[src/rtl/mts_pkg.sv]
// Shared types and constants for the min-tracking stack.
`timescale 1ns / 1ps
`default_nettype none

package mts_pkg;

    localparam int DEPTH_DEF      = 64;
    localparam int DATA_WIDTH_DEF = 32;

    localparam int OP_W     = 2;
    localparam int VALUE_W  = 32;
    localparam int STATUS_W = 2;
    localparam int COUNT_W  = 7;

    localparam int S_FIELDS_W = OP_W + VALUE_W;
    localparam int S_TDATA_W  = ((S_FIELDS_W + 7) / 8) * 8;
    localparam int M_FIELDS_W = STATUS_W + VALUE_W + COUNT_W;
    localparam int M_TDATA_W  = ((M_FIELDS_W + 7) / 8) * 8;

    localparam int CFG_INDEX_W = 2;
    localparam int CFG_DATA_W  = 7;

    localparam int CAPACITY_RESET = 64;

    localparam logic [CFG_INDEX_W-1:0] REG_CAPACITY   = 2'd0;
    localparam logic [CFG_INDEX_W-1:0] REG_MIN_ENABLE = 2'd1;

    typedef enum logic [OP_W-1:0] {
        OP_PUSH = 2'd0,
        OP_POP  = 2'd1,
        OP_TOP  = 2'd2,
        OP_MIN  = 2'd3
    } op_t;

    typedef enum logic [STATUS_W-1:0] {
        STAT_OK        = 2'd0,
        STAT_OVERFLOW  = 2'd1,
        STAT_UNDERFLOW = 2'd2,
        STAT_NO_MIN    = 2'd3
    } outcome_t;

    typedef enum logic {
        ST_RUN,
        ST_REFILL
    } state_t;

endpackage

`default_nettype wire

[src/rtl/mts_ram.sv]
// Simple dual-port synchronous RAM with registered read data.
`timescale 1ns / 1ps
`default_nettype none

module mts_ram #(
    parameter int DEPTH = 64,
    parameter int WIDTH = 32
) (
    input  wire logic                     clk,
    input  wire logic                     wr_en,
    input  wire logic [$clog2(DEPTH)-1:0] wr_addr,
    input  wire logic [WIDTH-1:0]         wr_data,
    input  wire logic                     rd_en,
    input  wire logic [$clog2(DEPTH)-1:0] rd_addr,
    output logic      [WIDTH-1:0]         rd_data
);

    logic [WIDTH-1:0] mem [DEPTH];

    always_ff @(posedge clk)
    begin
        if (wr_en)
        begin
            mem[wr_addr] <= wr_data;
        end
    end

    always_ff @(posedge clk)
    begin
        if (rd_en)
        begin
            rd_data <= mem[rd_addr];
        end
    end

endmodule

`default_nettype wire

[src/rtl/min_tracking_stack_top.sv]
// Min-tracking stack: bounded LIFO with a companion stack of minima.
//
// Requests enter on the s_ group (op, push_value) and each returns one item
// on the m_ group (status, read_value, item_count). Registers are written on
// the cfg_ channel: index 0 capacity_limit, index 1 min_enable; cfg_ready is
// always high. Write configuration only while no request is in flight.
//
// The current top of each stack sits in a register; the entries beneath it
// live in two synchronous RAMs. Push, top and min requests need no refill,
// so one can be accepted every cycle while the output queue has room. A pop
// that leaves a popped stack non-empty refills its top, which comes back
// from RAM in the next cycle; s_tready is low in the ST_REFILL state.
//
// With the output queue empty the result is valid on m_ the cycle after the
// request is taken. A two-entry queue holds results while m_tready is low;
// the block keeps accepting until both entries are full, then drops s_tready.
//
// Reset empties both stacks, sets capacity_limit to 64 and enables min
// tracking. No clearing pass: RAM data is only used after being written.
`timescale 1ns / 1ps
`default_nettype none

module min_tracking_stack_top #(
    parameter int DEPTH      = mts_pkg::DEPTH_DEF,
    parameter int DATA_WIDTH = mts_pkg::DATA_WIDTH_DEF
) (
    input  wire logic                           clk,
    input  wire logic                           rst_n,
    input  wire logic                           s_tvalid,
    output logic                                s_tready,
    input  wire logic [mts_pkg::S_TDATA_W-1:0]  s_tdata,    // op, push_value
    output logic                                m_tvalid,
    input  wire logic                           m_tready,
    output logic      [mts_pkg::M_TDATA_W-1:0]  m_tdata,    // status, read_value, item_count
    input  wire logic                           cfg_valid,
    output logic                                cfg_ready,
    input  wire logic [mts_pkg::CFG_INDEX_W-1:0] cfg_index,
    input  wire logic [mts_pkg::CFG_DATA_W-1:0] cfg_data
);

    import mts_pkg::*;

    localparam int AW    = $clog2(DEPTH);
    localparam int CNT_W = $clog2(DEPTH + 1);
    localparam int CMP_W = (CNT_W > COUNT_W) ? CNT_W : COUNT_W;

    state_t                  state_reg, state_next;
    logic [CNT_W-1:0]        item_fill_reg, item_fill_next;
    logic [CNT_W-1:0]        min_fill_reg, min_fill_next;
    logic [DATA_WIDTH-1:0]   top_reg, top_next;
    logic [DATA_WIDTH-1:0]   min_top_reg, min_top_next;
    logic                    refill_item_reg, refill_item_next;
    logic                    refill_min_reg, refill_min_next;
    logic [COUNT_W-1:0]      cap_reg, cap_next;
    logic                    min_en_reg, min_en_next;

    logic [M_TDATA_W-1:0]    q0_reg, q0_next;
    logic [M_TDATA_W-1:0]    q1_reg, q1_next;
    logic                    v0_reg, v0_next;
    logic                    v1_reg, v1_next;

    op_t                     op;
    logic [DATA_WIDTH-1:0]   in_value;
    logic                    accept;
    logic                    deq;
    logic [CMP_W-1:0]        cap_ext;
    logic [CMP_W-1:0]        eff_cap;
    logic                    full;
    logic                    empty;
    logic                    min_empty;
    logic                    min_full;
    outcome_t                status;
    logic [DATA_WIDTH-1:0]   rd_value;
    logic [M_TDATA_W-1:0]    result;

    logic                    item_wr_en, min_wr_en;
    logic                    item_rd_en, min_rd_en;
    logic [AW-1:0]           item_wr_addr, item_rd_addr;
    logic [AW-1:0]           min_wr_addr, min_rd_addr;
    logic [DATA_WIDTH-1:0]   item_rd_data, min_rd_data;

    mts_ram #(
        .DEPTH (DEPTH),
        .WIDTH (DATA_WIDTH)
    ) u_item_ram (
        .clk     (clk),
        .wr_en   (item_wr_en),
        .wr_addr (item_wr_addr),
        .wr_data (top_reg),
        .rd_en   (item_rd_en),
        .rd_addr (item_rd_addr),
        .rd_data (item_rd_data)
    );

    mts_ram #(
        .DEPTH (DEPTH),
        .WIDTH (DATA_WIDTH)
    ) u_min_ram (
        .clk     (clk),
        .wr_en   (min_wr_en),
        .wr_addr (min_wr_addr),
        .wr_data (min_top_reg),
        .rd_en   (min_rd_en),
        .rd_addr (min_rd_addr),
        .rd_data (min_rd_data)
    );

    assign op       = op_t'(s_tdata[OP_W-1:0]);
    assign in_value = DATA_WIDTH'(s_tdata[OP_W +: VALUE_W]);
    assign accept   = s_tvalid && s_tready;
    assign deq      = v0_reg && m_tready;

    // capacity of zero acts as one, above DEPTH saturates
    always_comb
    begin
        cap_ext = CMP_W'(cap_reg);
        if (cap_ext == '0)
        begin
            eff_cap = CMP_W'(1);
        end
        else if (cap_ext > CMP_W'(DEPTH))
        begin
            eff_cap = CMP_W'(DEPTH);
        end
        else
        begin
            eff_cap = cap_ext;
        end
    end

    assign full      = CMP_W'(item_fill_reg) >= eff_cap;
    assign empty     = (item_fill_reg == '0);
    assign min_empty = (min_fill_reg == '0);
    assign min_full  = (min_fill_reg == CNT_W'(DEPTH));

    // entry below the top: old top goes to fill-1, new top comes from fill-2
    assign item_wr_addr = AW'(item_fill_reg - CNT_W'(1));
    assign item_rd_addr = AW'(item_fill_reg - CNT_W'(2));
    assign min_wr_addr  = AW'(min_fill_reg - CNT_W'(1));
    assign min_rd_addr  = AW'(min_fill_reg - CNT_W'(2));

    always_comb
    begin
        item_fill_next   = item_fill_reg;
        min_fill_next    = min_fill_reg;
        top_next         = top_reg;
        min_top_next     = min_top_reg;
        refill_item_next = refill_item_reg;
        refill_min_next  = refill_min_reg;
        item_wr_en       = 1'b0;
        min_wr_en        = 1'b0;
        item_rd_en       = 1'b0;
        min_rd_en        = 1'b0;
        status           = STAT_OK;
        rd_value         = '0;

        if (state_reg == ST_REFILL)
        begin
            if (refill_item_reg)
            begin
                top_next = item_rd_data;
            end
            if (refill_min_reg)
            begin
                min_top_next = min_rd_data;
            end
            refill_item_next = 1'b0;
            refill_min_next  = 1'b0;
        end

        if (accept)
        begin
            unique case (op)
                OP_PUSH:
                begin
                    if (full)
                    begin
                        status = STAT_OVERFLOW;
                    end
                    else
                    begin
                        item_wr_en     = !empty;
                        top_next       = in_value;
                        item_fill_next = item_fill_reg + CNT_W'(1);
                        if (min_en_reg && !min_full &&
                            (min_empty || in_value <= min_top_reg))
                        begin
                            min_wr_en     = !min_empty;
                            min_top_next  = in_value;
                            min_fill_next = min_fill_reg + CNT_W'(1);
                        end
                    end
                end
                OP_POP:
                begin
                    if (empty)
                    begin
                        status = STAT_UNDERFLOW;
                    end
                    else
                    begin
                        rd_value         = top_reg;
                        item_fill_next   = item_fill_reg - CNT_W'(1);
                        item_rd_en       = 1'b1;
                        refill_item_next = item_fill_reg >= CNT_W'(2);
                        if (min_en_reg && !min_empty && min_top_reg == top_reg)
                        begin
                            min_fill_next   = min_fill_reg - CNT_W'(1);
                            min_rd_en       = 1'b1;
                            refill_min_next = min_fill_reg >= CNT_W'(2);
                        end
                    end
                end
                OP_TOP:
                begin
                    if (empty)
                    begin
                        status = STAT_UNDERFLOW;
                    end
                    else
                    begin
                        rd_value = top_reg;
                    end
                end
                OP_MIN:
                begin
                    if (!min_en_reg)
                    begin
                        status = STAT_NO_MIN;
                    end
                    else if (empty || min_empty)
                    begin
                        status = STAT_UNDERFLOW;
                    end
                    else
                    begin
                        rd_value = min_top_reg;
                    end
                end
                default:
                begin
                    status = STAT_OK;
                end
            endcase
        end
    end

    assign result = M_TDATA_W'({COUNT_W'(item_fill_next), VALUE_W'(rd_value), status});

    // next state
    always_comb
    begin
        unique case (state_reg)
            ST_RUN:
            begin
                state_next = (refill_item_next || refill_min_next) ? ST_REFILL : ST_RUN;
            end
            ST_REFILL:
            begin
                state_next = ST_RUN;
            end
            default:
            begin
                state_next = ST_RUN;
            end
        endcase
    end

    // state outputs
    always_comb
    begin
        unique case (state_reg)
            ST_RUN:
            begin
                s_tready = !v1_reg;
            end
            ST_REFILL:
            begin
                s_tready = 1'b0;
            end
            default:
            begin
                s_tready = 1'b0;
            end
        endcase
    end

    // two-entry output queue, q0 is the head
    always_comb
    begin
        q0_next = q0_reg;
        q1_next = q1_reg;
        v0_next = v0_reg;
        v1_next = v1_reg;
        if (deq)
        begin
            if (v1_reg)
            begin
                q0_next = q1_reg;
                if (accept)
                begin
                    q1_next = result;
                end
                else
                begin
                    v1_next = 1'b0;
                end
            end
            else if (accept)
            begin
                q0_next = result;
            end
            else
            begin
                v0_next = 1'b0;
            end
        end
        else if (accept)
        begin
            if (!v0_reg)
            begin
                q0_next = result;
                v0_next = 1'b1;
            end
            else
            begin
                q1_next = result;
                v1_next = 1'b1;
            end
        end
    end

    assign m_tvalid  = v0_reg;
    assign m_tdata   = q0_reg;
    assign cfg_ready = 1'b1;

    always_comb
    begin
        cap_next    = cap_reg;
        min_en_next = min_en_reg;
        if (cfg_valid && cfg_ready)
        begin
            unique case (cfg_index)
                REG_CAPACITY:   cap_next    = cfg_data;
                REG_MIN_ENABLE: min_en_next = cfg_data[0];
                default:        cap_next    = cap_reg;
            endcase
        end
    end

    always_ff @(posedge clk or negedge rst_n)
    begin
        if (!rst_n)
        begin
            state_reg       <= ST_RUN;
            item_fill_reg   <= '0;
            min_fill_reg    <= '0;
            refill_item_reg <= 1'b0;
            refill_min_reg  <= 1'b0;
            cap_reg         <= COUNT_W'(CAPACITY_RESET);
            min_en_reg      <= 1'b1;
            v0_reg          <= 1'b0;
            v1_reg          <= 1'b0;
        end
        else
        begin
            state_reg       <= state_next;
            item_fill_reg   <= item_fill_next;
            min_fill_reg    <= min_fill_next;
            refill_item_reg <= refill_item_next;
            refill_min_reg  <= refill_min_next;
            cap_reg         <= cap_next;
            min_en_reg      <= min_en_next;
            v0_reg          <= v0_next;
            v1_reg          <= v1_next;
        end
    end

    always_ff @(posedge clk)
    begin
        top_reg     <= top_next;
        min_top_reg <= min_top_next;
        q0_reg      <= q0_next;
        q1_reg      <= q1_next;
    end

endmodule

`default_nettype wire

[config.mk]
export PLATFORM = sky130hd
export DESIGN_NAME = min_tracking_stack_top
export DESIGN_NICKNAME = d
export VERILOG_FILES = /design/src/rtl/mts_pkg.sv /design/src/rtl/mts_ram.sv /design/src/rtl/min_tracking_stack_top.sv
export SDC_FILE = /design/constraint.sdc
export NUM_CORES = 2
export LEC_CHECK = 0
export ABC_AREA = 0
export BUFFER_PORTS_ARGS = -buffer_cell sky130_fd_sc_hd__buf_2
export CORE_UTILIZATION = 65
export CTS_BUF_LIST = sky130_fd_sc_hd__clkbuf_2
export CTS_CLUSTER_SIZE = 16
export DETAILED_ROUTE_END_ITERATION = 8
export HOLD_SLACK_MARGIN = 0.12
export PLACE_DENSITY_LB_ADDON = 0.1
export SYNTH_ARGS = -nofsm -noshare
export SYNTH_HDL_FRONTEND = slang
export SYNTH_SLANG_ARGS = --single-unit
[constraint.sdc]
create_clock -name clk -period 7.5 [get_ports clk]
set_clock_uncertainty 0.15 [all_clocks]
set_input_delay 0.75 -clock clk [delete_from_list [all_inputs] [get_ports clk]]
set_output_delay 0.75 -clock clk [all_outputs]
set_load 0.1 [all_outputs]
After elaboration in Yosys (flattened, before gate mapping):

Memory sizes are Yosys's and may differ from the RTL's. A register that Yosys moved wholly into a read port is not among the register bits.
Index checks and enable logic that the tools add are counted.

* add/sub/neg operators: 6
* multiply operators: 0
* div/mod/pow operators: 0
* $lt $le $gt $ge: 5
* equality and inequality tests: 14
* shift-type cells: 0
* multiplexer cells: 79
* bitwise logic cells: 1
* reductions and logical operators: 30

Operators by type and width (count)
* $mux 32: 14
* $mux 48: 9
* $pmux 32 s2: 1
* $mux 7: 9
* $mux 1: 38
* $eq 32x32->1: 1
* $le 32x32->1: 1
* $pmux 7 s2: 2
* $logic_not 7->1: 3
* $add 7x1->7 const B: 2
* $ge 7x2->1 const B: 2
* $ne 2x2->1 const B: 7
* $sub 7x1->7 const B: 2
* $sub 6x2->6 const B: 2
* $reduce_and 3->1: 3
* $reduce_bool 2->1: 4
* $eq 7x7->1 const B: 1
* $ge 7x7->1: 1
* $gt 7x7->1 const B: 1
* $logic_and 1x1->1: 6
* $mux 2: 3
* $pmux 2 s3: 1
* $reduce_and 2->1: 3
* $reduce_and 6->1: 1
* 9 further kinds: 18

* bits in registers: 187
* bits in latches: 0
* bits in writable memories: 4096
* bits in read-only memories: 0
* input port bits: 54
* output and inout bits: 51
* logic and storage cells: 150
* memories kept: 2

Memory list
* u_item_ram.mem: words 64, bits a word 32, read ports 1, clocked after Yosys merged registers in 1, wr ports 1, line mts_ram.sv:18 `logic [WIDTH-1:0] mem [DEPTH];`
* u_min_ram.mem: words 64, bits a word 32, read ports 1, clocked after Yosys merged registers in 1, wr ports 1, line mts_ram.sv:18

Depth between registers and ports, before layout:

* word-level depth: 11
* mapped depth: 16

Hierarchy:

From an unflattened synthesis, not the netlist that was laid out.

* cell total of the unflattened synthesis: 7543
* area total of the unflattened synthesis: 167488.1 um^2

Modules (own cells, without submodules)
* mts_ram: times used 2, cells each 3324, area an instance 78835.6 um^2, seq. area each 62459.9 um^2
* min_tracking_stack_top: times used 1, cells each 895, area an instance 9816.9 um^2, seq. area each 4421.7 um^2

Worst setup path after synthesis:

OpenSTA, ideal clock, no wires.

* path type: flip-flop to flip-flop
* start point: register state_reg
* end point: register q1_reg[0], enable pin
* setup time: 0.490 ns
* data arrival time: 5.003 ns
* data required time: 6.860 ns
* setup slack: 1.856 ns
* stages on the path, launching flop included: 5
* clock period less this slack: 5.644 ns
* path through: dfrtp_1 -> nor2_1 -> and2_1 -> inv_2 -> nor3_1

* word-level cells in the longest chain between the ends: 4

RTL lines
* start, declared: line min_tracking_stack_top.sv:47 `state_t state_reg, state_next;`
* start signal, assigned: line min_tracking_stack_top.sv:367 `state_reg <= state_next;`
* $not 1->1: line min_tracking_stack_top.sv:272 `unique case (state_reg)`
* $pmux 1 s2 (*): line min_tracking_stack_top.sv:272
* via s_tready: line min_tracking_stack_top.sv:30 `output logic s_tready,`
* $logic_and 1x1->1 (*): line min_tracking_stack_top.sv:110 `assign accept = s_tvalid && s_tready;`
* $reduce_and 3->1 (no line) (*)
* end signal, assigned: line min_tracking_stack_top.sv:384 `q1_reg <= q1_next;`
* end, declared: line min_tracking_stack_top.sv:58 `logic [M_TDATA_W-1:0] q1_reg, q1_next;`

The timed path passes the listed nets; every way through them passes the cells marked *.
A chain may end at the register's enable or synchronous reset.

Worst setup path after layout:

* start point: input port s_tdata[1] (netlist name)
* end point: memory u_min_ram.mem[19][5], enable pin

* word-level cells in the longest chain between the ends: 5

RTL lines
* start, declared: line min_tracking_stack_top.sv:31 `input wire logic [mts_pkg::S_TDATA_W-1:0] s_tdata,`
* $logic_not 2->1: line min_tracking_stack_top.sv:173 `unique case (op)`
* $mux 1: line min_tracking_stack_top.sv:173
* $mux 1: line min_tracking_stack_top.sv:171 `if (accept)`
* $mux 1: line mts_ram.sv:22 `if (wr_en)`
* $mux 1 (not written as such): line mts_ram.sv:24 `mem[wr_addr] <= wr_data;`
* end, declared: line mts_ram.sv:18

Every way passes these cells.

==> results_dict.tcl <==
set metrics [dict create \
    rsz0062_at_grt "false" \
    drt_iter0_drc 11560 \
    path_clk_slew_ns 0.10 \
    ioPinCount 105 \
    synthArstFlopShare_pct 0.6231 \
    overflow 0 \
    syn_avg_cell_area_sq_um 23.89 \
    synth_cells 6999 \
    rrSetupSlack_ns 1.12 \
    ant_nets 0 \
    grt_pass1_vias 85350 \
    layout-area-overhead-vs-synth_pct 10.61 \
    grt_util_met1_pct 47.48 \
    synth_edf_count 4242 \
    reg_top3 "u_item_ram.mem (2048), u_min_ram.mem (2048)" \
    finalSetupViolCount 0 \
    maxCapViolCount 0 \
    fin_util_pct 72.58 \
    layout-drive-gt1-share_pct 40.32 \
    clk_path_buf_depth 5 \
    ff2ff_path_depth 11 \
    cp_max_fo 28 \
    wl_per_cell_um 33.91 \
    fin_cells 12390 \
    core-area_sq_um 254900 \
    postPlaceCellArea_sq_um 173900 \
    seq_area_sq_um 129400 \
    multi_input_area_sq_um 37150 \
    track_usage_pct 33.55 \
    cts_root_buffer "clkbuf_2" \
    timing.fmax_mhz 152.5 \
    dr.pass1.iters 6 \
    worst-setup-path-type "in2reg" \
    timing.final.crit_period_ns 6.559 \
    synth_top_cell_area_share_pct 76.18 \
    grt_max_degree 151 \
    routed_via_density 6.751 \
    dr_total_vias 83660 \
    rows 185 \
    drc 0 \
    place_ws_ns 1.405 \
    htreeDepth 7 \
    filler_cell_count 14870 \
    cp.arrival_ns 8.13 \
    worstMarginPinSlew_ns 1.416 \
    clock_sinks 4333 \
    timing.rr.end "u_min_ram.mem[19][5]" \
    dieArea_sq_um 259300 \
    fin_nets 8475 \
    synth_area_sq_um 167200 \
    p_per_area_nw_per_um2 364.8 \
    gp_congestion 0.9976 \
    totalWireLength_mm 420.2 \
    start_kind "primary input" \
    busiest_layer "met2" \
    ys_top_cells_by_count "edfxtp_1 (4242), mux4_2 (1320), nor2_1 (221)" \
    hold_depth 2 \
    holdPathEnd "top_reg[28]" \
    endpoint_kind "flop" \
    die_w_um 509.2 \
    finalMaxSlewViolations 0 \
    grt_pass1_wl_mm 593.6 \
    finalCritPeriodShare_pct 87.45 \
    critPathRequiredTime_ns 9.07 \
    synth.most_common_cell "edfxtp_1" \
    ir_drop_uv 476.0 \
    synth.top_cells.by_area "edfxtp_1 (76%), mux4_2 (18%), dfxtp_1 (0.77%), mux2i_1 (0.50%), nor2_1 (0.50%)" \
    cts_tree "done" \
    slew_headroom_pct 5.587 \
    die_h_um 509.2 \
    hold_violations 0 \
    synth-main-ff-cell "edfxtp_1" \
    use_met3_pct 11.12 \
    reg2reg_from "item_fill_reg[0]" \
    cts.repair.resized 0 \
    hold_class "reg2reg" \
    run_status "finished clean" \
    initial_core_util_pct 65.61 \
    setup_ws_ns 0.9411 \
    leakage_uw 0.05994 \
    dpl.cell_count 10400 \
    synth.distinct_cells 70 \
    clock_latency_ns 2.21 \
    portBuffers 90 \
    dp_hpwl_mm 236.8 \
    numCtsBuffers 1121 \
    synth-seq-cells 4333 \
    setup_tns_ns 0 \
    antenna_found_initial 39 \
    ys_warn_count 0 \
    synth_area_leader_cell "edfxtp_1" \
    design_area_sq_um 185000 \
    min_from "u_item_ram.rd_data[28]" \
    synth_seq_area_share_pct 77.35 \
    groute.layer.met2.usage_pct 47.90 \
]
[metal layers]
layer	part of all wire, %	wire [um]
met5	0.018	76
met4	4.3	17970
met3	13	52840
met2	46	192900
met1	37	156400
[layout by cell type, fill, tap and decap left out, drive strengths merged, types with 70 or more instances in the layout]
cell type / count
mux2i: 83
buf: 392
clkinv: 178
inv: 70
dlygate4sd3: 210
edfxtp: 4242
nand2: 116
a21oi: 71
mux4: 1320
clkbuf: 1561
nor2: 222
[critical path: stages]
cell and delay, ns:
dlygate4sd3_1 0.53, dlygate4sd3_1 0.56, buf_2 0.14, dlygate4sd3_1 0.59
inv_1 0.10, ha_1 0.14, dlygate4sd3_1 0.57, clkinv_1 0.09
dlygate4sd3_1 0.84, nor3_2 0.70, nand3_2 0.61, or4_1 1.24
nor2_4 0.86, buf_4 0.39
[area by class of cell]
| type | instances | area share, % |
|---|---|---|
| Sequential cell | 4333 | 69.98 |
| Inverter | 52 | 0.1055 |
| Tap cell | 3366 | 2.277 |
| Multi-Input combinational cell | 2254 | 20.08 |
| Timing Repair Buffer | 602 | 2.728 |
| Clock inverter | 206 | 0.5770 |
| Clock buffer | 1561 | 4.224 |
| Antenna cell | 18 | 0.02435 |
[how the worst max path moves through the flow]
stage                           startpoint              endpoint
after floorplan                  state_reg             q1_reg[0]
after global placement          s_tdata[9]  u_min_ram.mem[9][24]
after detailed placement        s_tdata[9]  u_min_ram.mem[17][1]
after CTS                 item_fill_reg[0]  u_min_ram.mem[19][5]
after global routing      item_fill_reg[0]  u_min_ram.mem[19][5]
final                           s_tdata[1]  u_min_ram.mem[19][5]
[cells by family after synthesis]
| group | Yosys count | share of synthesized area, % |
|---|---|---|
| adder cells (fa/ha/maj) | 57 | 0.4265 |
| AO/OA/AOI/OAI | 224 | 0.9204 |
| XOR/XNOR | 59 | 0.3090 |
| buffers and inverters | 418 | 1.109 |
| AND/OR/NAND/NOR | 454 | 1.206 |
| multiplexers | 1452 | 18.67 |
| flip-flops | 4333 | 77.35 |
| other | 2 | 0.004491 |
[per-stage QoR]
stage	power, uW	hold WS, ns
6_report	67480	0.3239
3_5_place_dp	52680	0.3415
3_3_place_gp	52290	0.3398
5_1_grt	69850	0.2369
4_1_cts	67390	0.1269
2_1_floorplan	44760	0.3044
[report_power, final]
part / switching, uW / total [uW] / leakage [uW] / internal [uW]
Combinational: 13600 / 22300 / 0.0144 / 8760
Clock: 8940 / 14800 / 0.00704 / 5840
Sequential: 576 / 30300 / 0.0385 / 29800
Total: 23100 / 67500 / 0.0599 / 44400
[repair_timing]
action                                 in CTS  in global routing
hold buffers                              211                  0
buffers inserted                            0                  0
endpoints found under the hold margin     355                  0
No activity file was read; power rests on OpenSTA's default activity.
